<file path="src/rtl/isds_pkg.sv">
package isds_pkg;

    localparam int FIELD_W = 32;
    localparam int OP_W    = 4;
    localparam int ST_W    = 2;

    typedef enum logic [OP_W-1:0] {
        OP_PUSH_BACK  = 4'd0,
        OP_PUSH_FRONT = 4'd1,
        OP_POP_BACK   = 4'd2,
        OP_POP_FRONT  = 4'd3,
        OP_READ_FRONT = 4'd4,
        OP_READ_BACK  = 4'd5,
        OP_READ_AT    = 4'd6,
        OP_WRITE_AT   = 4'd7,
        OP_INSERT_AT  = 4'd8,
        OP_ERASE_AT   = 4'd9,
        OP_CLEAR      = 4'd10
    } op_t;

    typedef enum logic [ST_W-1:0] {
        ST_OK    = 2'd0,
        ST_EMPTY = 2'd1,
        ST_RANGE = 2'd2,
        ST_FULL  = 2'd3
    } status_t;

    typedef enum logic [1:0] {
        CM_HOLD   = 2'd0,
        CM_WRITE  = 2'd1,
        CM_INSERT = 2'd2,
        CM_ERASE  = 2'd3
    } cell_mode_t;

endpackage

</file>
<file path="src/rtl/isds_cell.sv">
module isds_cell #(
    parameter int DATA_WIDTH = 32,
    parameter int CNT_W      = 5,
    parameter int INDEX      = 0
) (
    input  logic                  clk,
    input  isds_pkg::cell_mode_t  mode,
    input  logic [CNT_W-1:0]      pos,
    input  logic [DATA_WIDTH-1:0] load_word,
    input  logic [DATA_WIDTH-1:0] left_word,
    input  logic [DATA_WIDTH-1:0] right_word,
    output logic [DATA_WIDTH-1:0] word
);
    import isds_pkg::*;

    localparam logic [CNT_W-1:0] MY_IDX = CNT_W'(INDEX);

    logic [DATA_WIDTH-1:0] word_reg;
    logic [DATA_WIDTH-1:0] word_next;

    always_comb
    begin
        word_next = word_reg;
        case (mode)
            CM_WRITE:
            begin
                if (MY_IDX == pos)
                begin
                    word_next = load_word;
                end
            end
            CM_INSERT:
            begin
                if (MY_IDX == pos)
                begin
                    word_next = load_word;
                end
                else if (MY_IDX > pos)
                begin
                    word_next = left_word;
                end
            end
            CM_ERASE:
            begin
                if (MY_IDX >= pos)
                begin
                    word_next = right_word;
                end
            end
            default:
            begin
                word_next = word_reg;
            end
        endcase
    end

    always_ff @(posedge clk)
    begin
        word_reg <= word_next;
    end

    assign word = word_reg;

endmodule

</file>
<file path="src/rtl/isds_out_buf.sv">
module isds_out_buf #(
    parameter int WIDTH = 40
) (
    input  logic             clk,
    input  logic             rst_n,
    input  logic             push,
    input  logic [WIDTH-1:0] push_data,
    output logic             full,
    output logic             out_valid,
    input  logic             out_stall,
    output logic [WIDTH-1:0] out_data
);
    logic             out_valid_reg;
    logic             out_valid_next;
    logic [WIDTH-1:0] out_data_reg;
    logic [WIDTH-1:0] out_data_next;
    logic             skid_valid_reg;
    logic             skid_valid_next;
    logic [WIDTH-1:0] skid_data_reg;
    logic [WIDTH-1:0] skid_data_next;

    always_comb
    begin
        out_valid_next  = out_valid_reg;
        out_data_next   = out_data_reg;
        skid_valid_next = skid_valid_reg;
        skid_data_next  = skid_data_reg;
        if (!out_valid_reg || !out_stall)
        begin
            if (skid_valid_reg)
            begin
                out_valid_next  = 1'b1;
                out_data_next   = skid_data_reg;
                skid_valid_next = 1'b0;
            end
            else
            begin
                out_valid_next = push;
                if (push)
                begin
                    out_data_next = push_data;
                end
            end
        end
        else if (push)
        begin
            skid_valid_next = 1'b1;
            skid_data_next  = push_data;
        end
    end

    always_ff @(posedge clk or negedge rst_n)
    begin
        if (!rst_n)
        begin
            out_valid_reg  <= 1'b0;
            skid_valid_reg <= 1'b0;
        end
        else
        begin
            out_valid_reg  <= out_valid_next;
            skid_valid_reg <= skid_valid_next;
        end
    end

    always_ff @(posedge clk)
    begin
        out_data_reg  <= out_data_next;
        skid_data_reg <= skid_data_next;
    end

    assign full      = skid_valid_reg;
    assign out_valid = out_valid_reg;
    assign out_data  = out_data_reg;

endmodule

</file>
<file path="src/rtl/indexed_sequence_store.sv">
// Channel   Signals                                   Direction  Transfer when
// req       req_valid req_stall operation position     in         req_valid && !req_stall
//           value
// rsp       rsp_valid rsp_stall read_value count       out        rsp_valid && !rsp_stall
//           is_empty status
//
// One operation per cycle while req_stall is low; its result is registered in the output buffer.
// Every cell of the chain loads, shifts or holds in the same cycle.
// A two-entry output buffer lets one more request in while a result waits.
// Asynchronous reset empties the store; cell contents are not cleared.
// req_stall rises only when both output entries are occupied.
module indexed_sequence_store #(
    parameter int CAPACITY   = 16,
    parameter int DATA_WIDTH = 32
) (
    input  logic                                    clk,
    input  logic                                    rst_n,
    input  logic                                    req_valid,
    output logic                                    req_stall,
    input  logic [isds_pkg::OP_W-1:0]               operation,
    input  logic [$clog2(CAPACITY+1)-1:0]           position,
    input  logic [isds_pkg::FIELD_W-1:0]            value,
    output logic                                    rsp_valid,
    input  logic                                    rsp_stall,
    output logic [isds_pkg::FIELD_W-1:0]            read_value,
    output logic [$clog2(CAPACITY+1)-1:0]           count,
    output logic                                    is_empty,
    output logic [isds_pkg::ST_W-1:0]               status
);
    import isds_pkg::*;

    localparam int CNT_W = $clog2(CAPACITY + 1);
    localparam int IDX_W = (CAPACITY > 1) ? $clog2(CAPACITY) : 1;
    localparam int RSP_W = FIELD_W + CNT_W + 1 + ST_W;
    localparam logic [CNT_W-1:0] FULL_CNT = CNT_W'(CAPACITY);

    logic [CNT_W-1:0]      count_reg;
    logic [CNT_W-1:0]      count_next;
    logic                  req_fire;
    logic                  full;
    logic                  empty;
    cell_mode_t            mode;
    cell_mode_t            cell_mode;
    logic [CNT_W-1:0]      cell_pos;
    logic                  rd_en;
    logic [IDX_W-1:0]      rd_idx;
    status_t               st;
    logic [CNT_W-1:0]      last_pos;
    logic [DATA_WIDTH-1:0] load_word;
    logic [DATA_WIDTH-1:0] words [CAPACITY];
    logic [FIELD_W-1:0]    rd_word;
    logic [RSP_W-1:0]      rsp_push_data;
    logic [RSP_W-1:0]      rsp_data;
    logic                  buf_full;

    assign req_stall = buf_full;
    assign req_fire  = req_valid && !buf_full;
    assign full      = (count_reg == FULL_CNT);
    assign empty     = (count_reg == '0);
    assign last_pos  = count_reg - CNT_W'(1);
    assign load_word = DATA_WIDTH'(value);

    always_comb
    begin
        mode       = CM_HOLD;
        cell_pos   = position;
        count_next = count_reg;
        rd_en      = 1'b0;
        rd_idx     = '0;
        st         = ST_OK;
        case (op_t'(operation))
            OP_PUSH_BACK:
            begin
                if (full)
                begin
                    st = ST_FULL;
                end
                else
                begin
                    mode       = CM_INSERT;
                    cell_pos   = count_reg;
                    count_next = count_reg + CNT_W'(1);
                end
            end
            OP_PUSH_FRONT:
            begin
                if (full)
                begin
                    st = ST_FULL;
                end
                else
                begin
                    mode       = CM_INSERT;
                    cell_pos   = '0;
                    count_next = count_reg + CNT_W'(1);
                end
            end
            OP_POP_BACK:
            begin
                if (empty)
                begin
                    st = ST_EMPTY;
                end
                else
                begin
                    rd_en      = 1'b1;
                    rd_idx     = last_pos[IDX_W-1:0];
                    count_next = last_pos;
                end
            end
            OP_POP_FRONT:
            begin
                if (empty)
                begin
                    st = ST_EMPTY;
                end
                else
                begin
                    rd_en      = 1'b1;
                    mode       = CM_ERASE;
                    cell_pos   = '0;
                    count_next = last_pos;
                end
            end
            OP_READ_FRONT:
            begin
                if (empty)
                begin
                    st = ST_EMPTY;
                end
                else
                begin
                    rd_en = 1'b1;
                end
            end
            OP_READ_BACK:
            begin
                if (empty)
                begin
                    st = ST_EMPTY;
                end
                else
                begin
                    rd_en  = 1'b1;
                    rd_idx = last_pos[IDX_W-1:0];
                end
            end
            OP_READ_AT:
            begin
                if (position >= count_reg)
                begin
                    st = ST_RANGE;
                end
                else
                begin
                    rd_en  = 1'b1;
                    rd_idx = position[IDX_W-1:0];
                end
            end
            OP_WRITE_AT:
            begin
                if (position >= count_reg)
                begin
                    st = ST_RANGE;
                end
                else
                begin
                    mode = CM_WRITE;
                end
            end
            OP_INSERT_AT:
            begin
                if (position > count_reg)
                begin
                    st = ST_RANGE;
                end
                else if (full)
                begin
                    st = ST_FULL;
                end
                else
                begin
                    mode       = CM_INSERT;
                    count_next = count_reg + CNT_W'(1);
                end
            end
            OP_ERASE_AT:
            begin
                if (position >= count_reg)
                begin
                    st = ST_RANGE;
                end
                else
                begin
                    rd_en      = 1'b1;
                    rd_idx     = position[IDX_W-1:0];
                    mode       = CM_ERASE;
                    count_next = last_pos;
                end
            end
            OP_CLEAR:
            begin
                count_next = '0;
            end
            default:
            begin
                st = ST_OK;
            end
        endcase
    end

    assign cell_mode = req_fire ? mode : CM_HOLD;

    genvar gi;
    generate
        for (gi = 0; gi < CAPACITY; gi++)
        begin : g_cell
            logic [DATA_WIDTH-1:0] left_word;
            logic [DATA_WIDTH-1:0] right_word;
            if (gi == 0)
            begin : g_first
                assign left_word = load_word;
            end
            else
            begin : g_mid_l
                assign left_word = words[gi-1];
            end
            if (gi == CAPACITY - 1)
            begin : g_last
                assign right_word = words[gi];
            end
            else
            begin : g_mid_r
                assign right_word = words[gi+1];
            end
            isds_cell #(
                .DATA_WIDTH (DATA_WIDTH),
                .CNT_W      (CNT_W),
                .INDEX      (gi)
            ) u_cell (
                .clk        (clk),
                .mode       (cell_mode),
                .pos        (cell_pos),
                .load_word  (load_word),
                .left_word  (left_word),
                .right_word (right_word),
                .word       (words[gi])
            );
        end
    endgenerate

    assign rd_word       = rd_en ? FIELD_W'($signed(words[rd_idx])) : '0;
    assign rsp_push_data = {rd_word, count_next, (count_next == '0), st};

    always_ff @(posedge clk or negedge rst_n)
    begin
        if (!rst_n)
        begin
            count_reg <= '0;
        end
        else if (req_fire)
        begin
            count_reg <= count_next;
        end
    end

    isds_out_buf #(
        .WIDTH (RSP_W)
    ) u_out_buf (
        .clk       (clk),
        .rst_n     (rst_n),
        .push      (req_fire),
        .push_data (rsp_push_data),
        .full      (buf_full),
        .out_valid (rsp_valid),
        .out_stall (rsp_stall),
        .out_data  (rsp_data)
    );

    assign read_value = rsp_data[RSP_W-1 -: FIELD_W];
    assign count      = rsp_data[ST_W+1 +: CNT_W];
    assign is_empty   = rsp_data[ST_W];
    assign status     = rsp_data[ST_W-1:0];

endmodule

</file>
<file path="config.mk">
export PLATFORM = sky130hd
export DESIGN_NAME = indexed_sequence_store
export DESIGN_NICKNAME = d
export VERILOG_FILES = /design/src/rtl/isds_pkg.sv /design/src/rtl/isds_cell.sv /design/src/rtl/isds_out_buf.sv /design/src/rtl/indexed_sequence_store.sv
export SDC_FILE = /design/constraint.sdc
export NUM_CORES = 2
export LEC_CHECK = 0
export BUFFER_PORTS_ARGS = -buffer_cell sky130_fd_sc_hd__buf_2
export CORE_ASPECT_RATIO = 0.9
export CORE_MARGIN = 2
export CORE_UTILIZATION = 45
export CTS_CLUSTER_SIZE = 24
export DETAILED_ROUTE_END_ITERATION = 8
export GPL_TIMING_DRIVEN = 0
export SETUP_SLACK_MARGIN = 0.1
export SLEW_MARGIN = 5
export SYNTH_ARGS = -nofsm -noshare
export SYNTH_HDL_FRONTEND = slang
export SYNTH_SLANG_ARGS = --single-unit
</file>
<file path="constraint.sdc">
create_clock -name clk -period 13.9 [get_ports clk]
set_clock_uncertainty 0.15 [all_clocks]
set_input_delay 0.695 -clock clk [delete_from_list [all_inputs] [get_ports clk]]
set_output_delay 0.695 -clock clk [all_outputs]
set_load 0.05 [all_outputs]
</file>
=== Word-level counts from Yosys, hierarchy flattened ===
Index checks and enable logic that the tools add are counted.
W data, S select, Z words.

* $add $sub $neg: 2
* Order comparisons: 34
* Equal/unequal tests: 76
* Mux-type cells: 115
* Bitwise gates (word level): 2
* Reduce and logical (&&, ||, !) cells: 37

{| class="wikitable"
|+ Operator list
! kind !! number
|-
| $mux W32 || 66
|-
| $pmux W32 S3 || 15
|-
| $bmux W32 S4 || 1
|-
| $mux W40 || 2
|-
| $pmux W32 S2 || 1
|-
| $ne A2 B1 Y1 const B || 31
|-
| $reduce_and A4 Y1 || 15
|-
| $ne A3 B1 Y1 const B || 16
|-
| $eq A4 B5 Y1 const A || 8
|-
| $gt A4 B5 Y1 const A || 8
|-
| $ge A4 B5 Y1 const A || 7
|-
| $mux W5 || 7
|-
| $pmux W5 S5 || 1
|-
| $eq A3 B5 Y1 const A || 4
|-
| $ge A3 B5 Y1 const A || 4
|-
| $gt A3 B5 Y1 const A || 4
|-
| $eq A4 B3 Y1 const B || 4
|-
| $mux W2 || 8
|-
| $logic_not A5 Y1 || 3
|-
| $pmux W5 S3 || 1
|-
| $eq A4 B4 Y1 const B || 3
|-
| $eq A2 B5 Y1 const A || 2
|-
| $ge A1 B5 Y1 const A || 2
|-
| $ge A2 B5 Y1 const A || 2
|-
| 32 further kinds || 51
|}

* Bits in registers: 599
* Output and inout bits: 42
* Word-level logic and storage cells: 287

=== Longest topological paths before layout ===
* Word-level depth: 10
* Mapped depth: 17
* Depth with buffers taken out: 15

=== By module ===
Synthesis repeated with hierarchy kept, for this count alone.

* Cell total of the unflattened synthesis: 4,203
* Area total of the unflattened synthesis: 42,430.7 µm²

{| class="wikitable"
|+ Modules (own cells, without submodules)
! module !! times used !! cells an instance !! area each (µm²)
|-
| indexed_sequence_store || 1 || 1,011 || 5,522.8
|-
| isds_out_buf || 1 || 131 || 3,161.8
|-
| isds_cell at g_cell[15].u_cell || 1 || 194 || 2,434.8
|-
| isds_cell at g_cell[13].u_cell || 1 || 194 || 2,392.3
|-
| isds_cell at g_cell[6].u_cell || 1 || 190 || 2,322.2
|-
| isds_cell at g_cell[8].u_cell || 1 || 190 || 2,317.2
|-
| isds_cell at g_cell[4].u_cell || 1 || 191 || 2,184.6
|-
| isds_cell at g_cell[2].u_cell || 1 || 190 || 2,072.0
|-
| isds_cell at g_cell[9].u_cell || 1 || 191 || 2,064.5
|-
| isds_cell at g_cell[7].u_cell || 1 || 194 || 2,047.0
|-
| isds_cell at g_cell[0].u_cell || 1 || 189 || 2,043.2
|-
| isds_cell at g_cell[11].u_cell || 1 || 195 || 2,029.4
|-
| isds_cell at g_cell[14].u_cell || 1 || 194 || 2,028.2
|-
| isds_cell at g_cell[10].u_cell || 1 || 191 || 2,026.9
|-
| 4 more rows || n/a || n/a || n/a
|}

=== Worst setup path before layout ===
No wires, ideal clock.

* Kind: input to register
* From: input position[4]
* To: register g_cell[7].u_cell.word_reg[0], enable pin
* Library setup time: 470 ps
* Data arrival time: 5,959 ps
* Path slack: 7,322 ps
* Stages on the path: 13
* Buffers on the path: 2
* Path through: ha_1 -> a21oi_1 -> o21ai_1 -> o32ai_1 -> a31oi_1 -> nor3_1 -> inv_1 -> ha_1 -> nor2_1 -> clkbuf_1 -> clkbuf_1 -> nor2_1 -> a211oi_1

* Word-level cells in the longest chain between the ends: 7
* Elaborated cells between the ends (all ways): 22
* Those cells by class: order compare (4); eq/ne (7); mux (9); reduce/logical (2)

{| class="wikitable"
|+ Ends and longest elaborated chain
! what !! line !! source
|-
| start, declared || indexed_sequence_store.sv:21 || <nowiki>input logic [$clog2(CAPACITY+1)-1:0] position,</nowiki>
|-
| $ge A5 B5 Y1 or $gt A5 B5 Y1 (tied branches) || indexed_sequence_store.sv:162, indexed_sequence_store.sv:189, indexed_sequence_store.sv:173 ||
|-
| $mux W2, or another cell as far along || indexed_sequence_store.sv:189 || <nowiki>if (position >= count_reg)</nowiki>
|-
| $pmux W2 S5 || indexed_sequence_store.sv:71 || <nowiki>case (op_t'(operation))</nowiki>
|-
| $mux W2 || indexed_sequence_store.sv:212 || <nowiki>assign cell_mode = req_fire ? mode : CM_HOLD;</nowiki>
|-
| $eq A2 B2 Y1 or $eq A2 B1 Y1 (tied branches) || isds_cell.sv:24 || <nowiki>case (mode)</nowiki>
|-
| $ne A3 B1 Y1 (no line), or another cell as far along || n/a ||
|-
| $reduce_and A4 Y1 (no line) (*) || n/a ||
|-
| end signal, assigned || isds_cell.sv:59 || <nowiki>word_reg <= word_next;</nowiki>
|-
| end, declared || isds_cell.sv:18 || <nowiki>logic [DATA_WIDTH-1:0] word_reg;</nowiki>
|}

Mark *: on every way between the ends. The rest lies on a longest branch, timed or not.
A chain may end at the register's enable or synchronous reset.

=== Worst setup path after layout ===
* From: register count_reg[2]
* To: register g_cell[13].u_cell.word_reg[9], enable pin

* Word-level cells in the longest chain between the ends: 8
* Elaborated cells between the ends (all ways): 26
* Those cells by class: order compare (4); eq/ne (8); mux (11); reduce/logical (3)

{| class="wikitable"
|+ Ends and longest elaborated chain
! what !! line !! source
|-
| start, declared || indexed_sequence_store.sv:37 || <nowiki>logic [CNT_W-1:0] count_reg;</nowiki>
|-
| start signal, assigned || indexed_sequence_store.sv:263 || <nowiki>count_reg <= count_next;</nowiki>
|-
| parallel branches: the longest is 7 deep, another holds $ge A5 B5 Y1 || n/a ||
|-
| $reduce_and A4 Y1 (no line) (*) || n/a ||
|-
| end signal, assigned || isds_cell.sv:59 ||
|-
| end, declared || isds_cell.sv:18 ||
|}

Every way passes the cells marked *.

==> metrics <==
outcome finished with violations; failing checks design-rule violations, max-capacitance violations, max-slew violations; core region area 78200 um2; Area contributors post-synth edfxtp_1, o211ai_1, nand2_1; Placed Instances 4672; top cell type's share of synthesized area 0.498; Slew @ Worst Pin 1580 ps; r2r worst-path depth 16; most frequent cells in the layout nand2_1, edfxtp_1, nand3_1; RSZ-0062 raised after global routing no; Seq/Total Area, Yosys 0.503; vias per cell 7.48; worst endpoint data arrival time 7840 ps; clock tree root driver cell clkbuf_16; CTS resizes 0; GR Util met2 0.601; via count 35900; Mean Syn Cell Area 10.2 um2; I/O pins 87; worst path required time 14090 ps; Routed wire per std cell 39.5 um; synth-to-layout area growth 13.6%; startpoint types flop; Syn Std Cell Area 35700 um2; R2R Path Start count_reg[2]$_DFFE_PN0P_; initial core utilization 0.457; port bufs 84; largest area contributor in the netlist edfxtp_1; Post-Syn Instances 3518; Clock Path Buffers 3; Finished Core Util 0.519; Yosys warnings 0; Worst R2R End g_cell[13].u_cell.word[9]$_DFFE_PP_; VDD IR max 0.000104 V; TritonCTS Buffers 71; H-tree Lvls 3; vias in the first global route 33100; clock sink count 599; first-pass GRT wire length 257000 um; Clock Pin Slew Worst Setup and Hold Paths 60 ps; final wirelength 190000 um; Top Usage Layer GRT met2; GR Util met3 0.197; Final Max Tran Viols 22; number of synthesized flops with an enable pin 592; antenna violations before repair 3; P_leak 12.7 nW; PD cells 144 nW/um2; pin count of the biggest net entering global routing 20; CTS tree built; pre-CTS setup slack 6670 ps; GPL Wtd Cong 1.07; Layout Nets 3766; Worst Setup EP g_cell[13].u_cell.word[9]$_DFFE_PP_; post-synthesis cell type count 77; grt ovf 0; commonest non-fill, non-tap cell in the layout nand2_1; fraction of registers with async set/reset 0.0117; FP Rows 97; DRT Pass-1 Iters 9; final setup vio count 0; worst min-delay path category in2reg; register bit total from synthesis 599; GRT met1 Usage 0.599; Final Hold Vio Count 0; CP Launch Point count_reg[2]$_DFFE_PN0P_; fin crit share 0.550; max_cap viols 3; Final WS setup 6250 ps; full die area 81600 um2; worst hold margin 184 ps; Chip Height 271 um; crit path capture type flop; final non-filler cell total 4798; Crit Path Class reg2reg; top_reg_cell synth edfxtp_1; fraction of layout cells with a size suffix above 1 0.108; Antenna Nets Post-Route 0; Final HPWL DP 133000 um; Die Wd 301 um; Remaining DRCs 4; min Tclk post-route 7650 ps; Crit Path Max Fanout 19; max reg flops 512; Final TNS setup 0 ps; Achievable Freq 131 MHz; headroom to the max-slew limit -0.0508; worst skew pair latency 660 ps; Tot GR Track Use 0.450; initial DRC count 7237; syn_nets 3577; flop-to-flop setup slack 6250 ps
[per-stage QoR]
step / area [um2] / total power [W]
global route: 40600 / 0.00589
finish: 40600 / 0.00582
global placement: 37400 / 0.00377
detailed placement: 38300 / 0.00381
CTS: 40600 / 0.00569
floorplan: 35700 / 0.00317
[synthesized netlist by cell type, types with 24 or more instances]
cell type / n
edfxtp_1: 592
buf_1: 38
a32oi_1: 67
a21oi_1: 335
and2_0: 31
mux2_1: 147
a221o_1: 157
nor2_1: 34
clkbuf_1: 267
mux2i_1: 63
o211ai_1: 318
nand2_1: 606
nand3_1: 453
mux2_2: 83
o21ai_0: 24
nand4_1: 33
a211oi_1: 31
buf_2: 53
[cells by family (layout without fill, tap and decap cells)]
group,count (synthesis),in the layout,synth area share
adder cells (fa/ha/maj),14,14,0.00491
other,0,1,0
buffers and inverters,395,635,0.0459
XOR/XNOR,4,4,0.000981
flip-flops,599,599,0.503
AND/OR/NAND/NOR,1208,1208,0.154
AO/OA/AOI/OAI,1005,1005,0.202
multiplexers,293,293,0.0902
[worst min-delay path by stage]
stage                                 endpoint                            startpoint  depth (start not counted)  slack (ps)
2_1_floorplan         count_reg[0]$_DFFE_PN0P_                                 rst_n                          0         250
3_3_place_gp   u_out_buf.out_data[2]$_DFFE_PP_  u_out_buf.skid_data_reg[2]$_DFFE_PP_                          2         370
3_5_place_dp   u_out_buf.out_data[6]$_DFFE_PP_  u_out_buf.skid_data_reg[6]$_DFFE_PP_                          2         380
4_1_cts        u_out_buf.out_valid$_DFFE_PN0N_                             req_valid                          3         190
5_1_grt        u_out_buf.out_valid$_DFFE_PN0N_                             req_valid                          3         210
6_report       u_out_buf.out_valid$_DFFE_PN0N_                             req_valid                          3         180
[per-layer routing]
metal	wire length (um)	part of all wire	vias up
li1	-	-	14100
met1	69100	0.36	17200
met2	73800	0.39	3830
met3	33000	0.17	761
met4	13200	0.070	10
met5	417	0.0022	-
[critical path, stage by stage (launching register included)]
cell      delay, ps
dfrtp_1         400
clkbuf_1        410
inv_1           260
ha_1            350
nand4_1         230
o21ai_1         210
o32ai_1         640
a31oi_1          80
nor3_1          530
inv_1           200
ha_1            400
nor2_1         1040
clkbuf_1        780
or2_2           280
o21ai_0         290
a21oi_4         760
buf_12          290
[power breakdown]
part	leakage [nW]	switching (W)	internal, W
Combinational	6.06	0.00122	0.000443
Clock	1.10	0.000835	0.00110
Sequential	5.50	0.0000755	0.00216
[repair_timing]
| item | CTS | global route |
|---|---|---|
| hold buffers | 1 | 0 |
| endpoints found under the hold margin | 7 | 0 |
| setup buffers | 0 | 0 |
[final cells by class]
type / instances / area [um2]
inverters: 22 / 82.6
flip-flops and latches: 599 / 18000
repair buffers: 116 / 1100
fillers: 7236 / 37600
clock inverters: 32 / 307
well taps: 1039 / 1300
diodes: 1 / 2.50
multi-input cells: 2524 / 16300
plain buffers: 373 / 1560
clock buffers: 92 / 1950
Note: power is estimated with default switching activity, not from simulation.
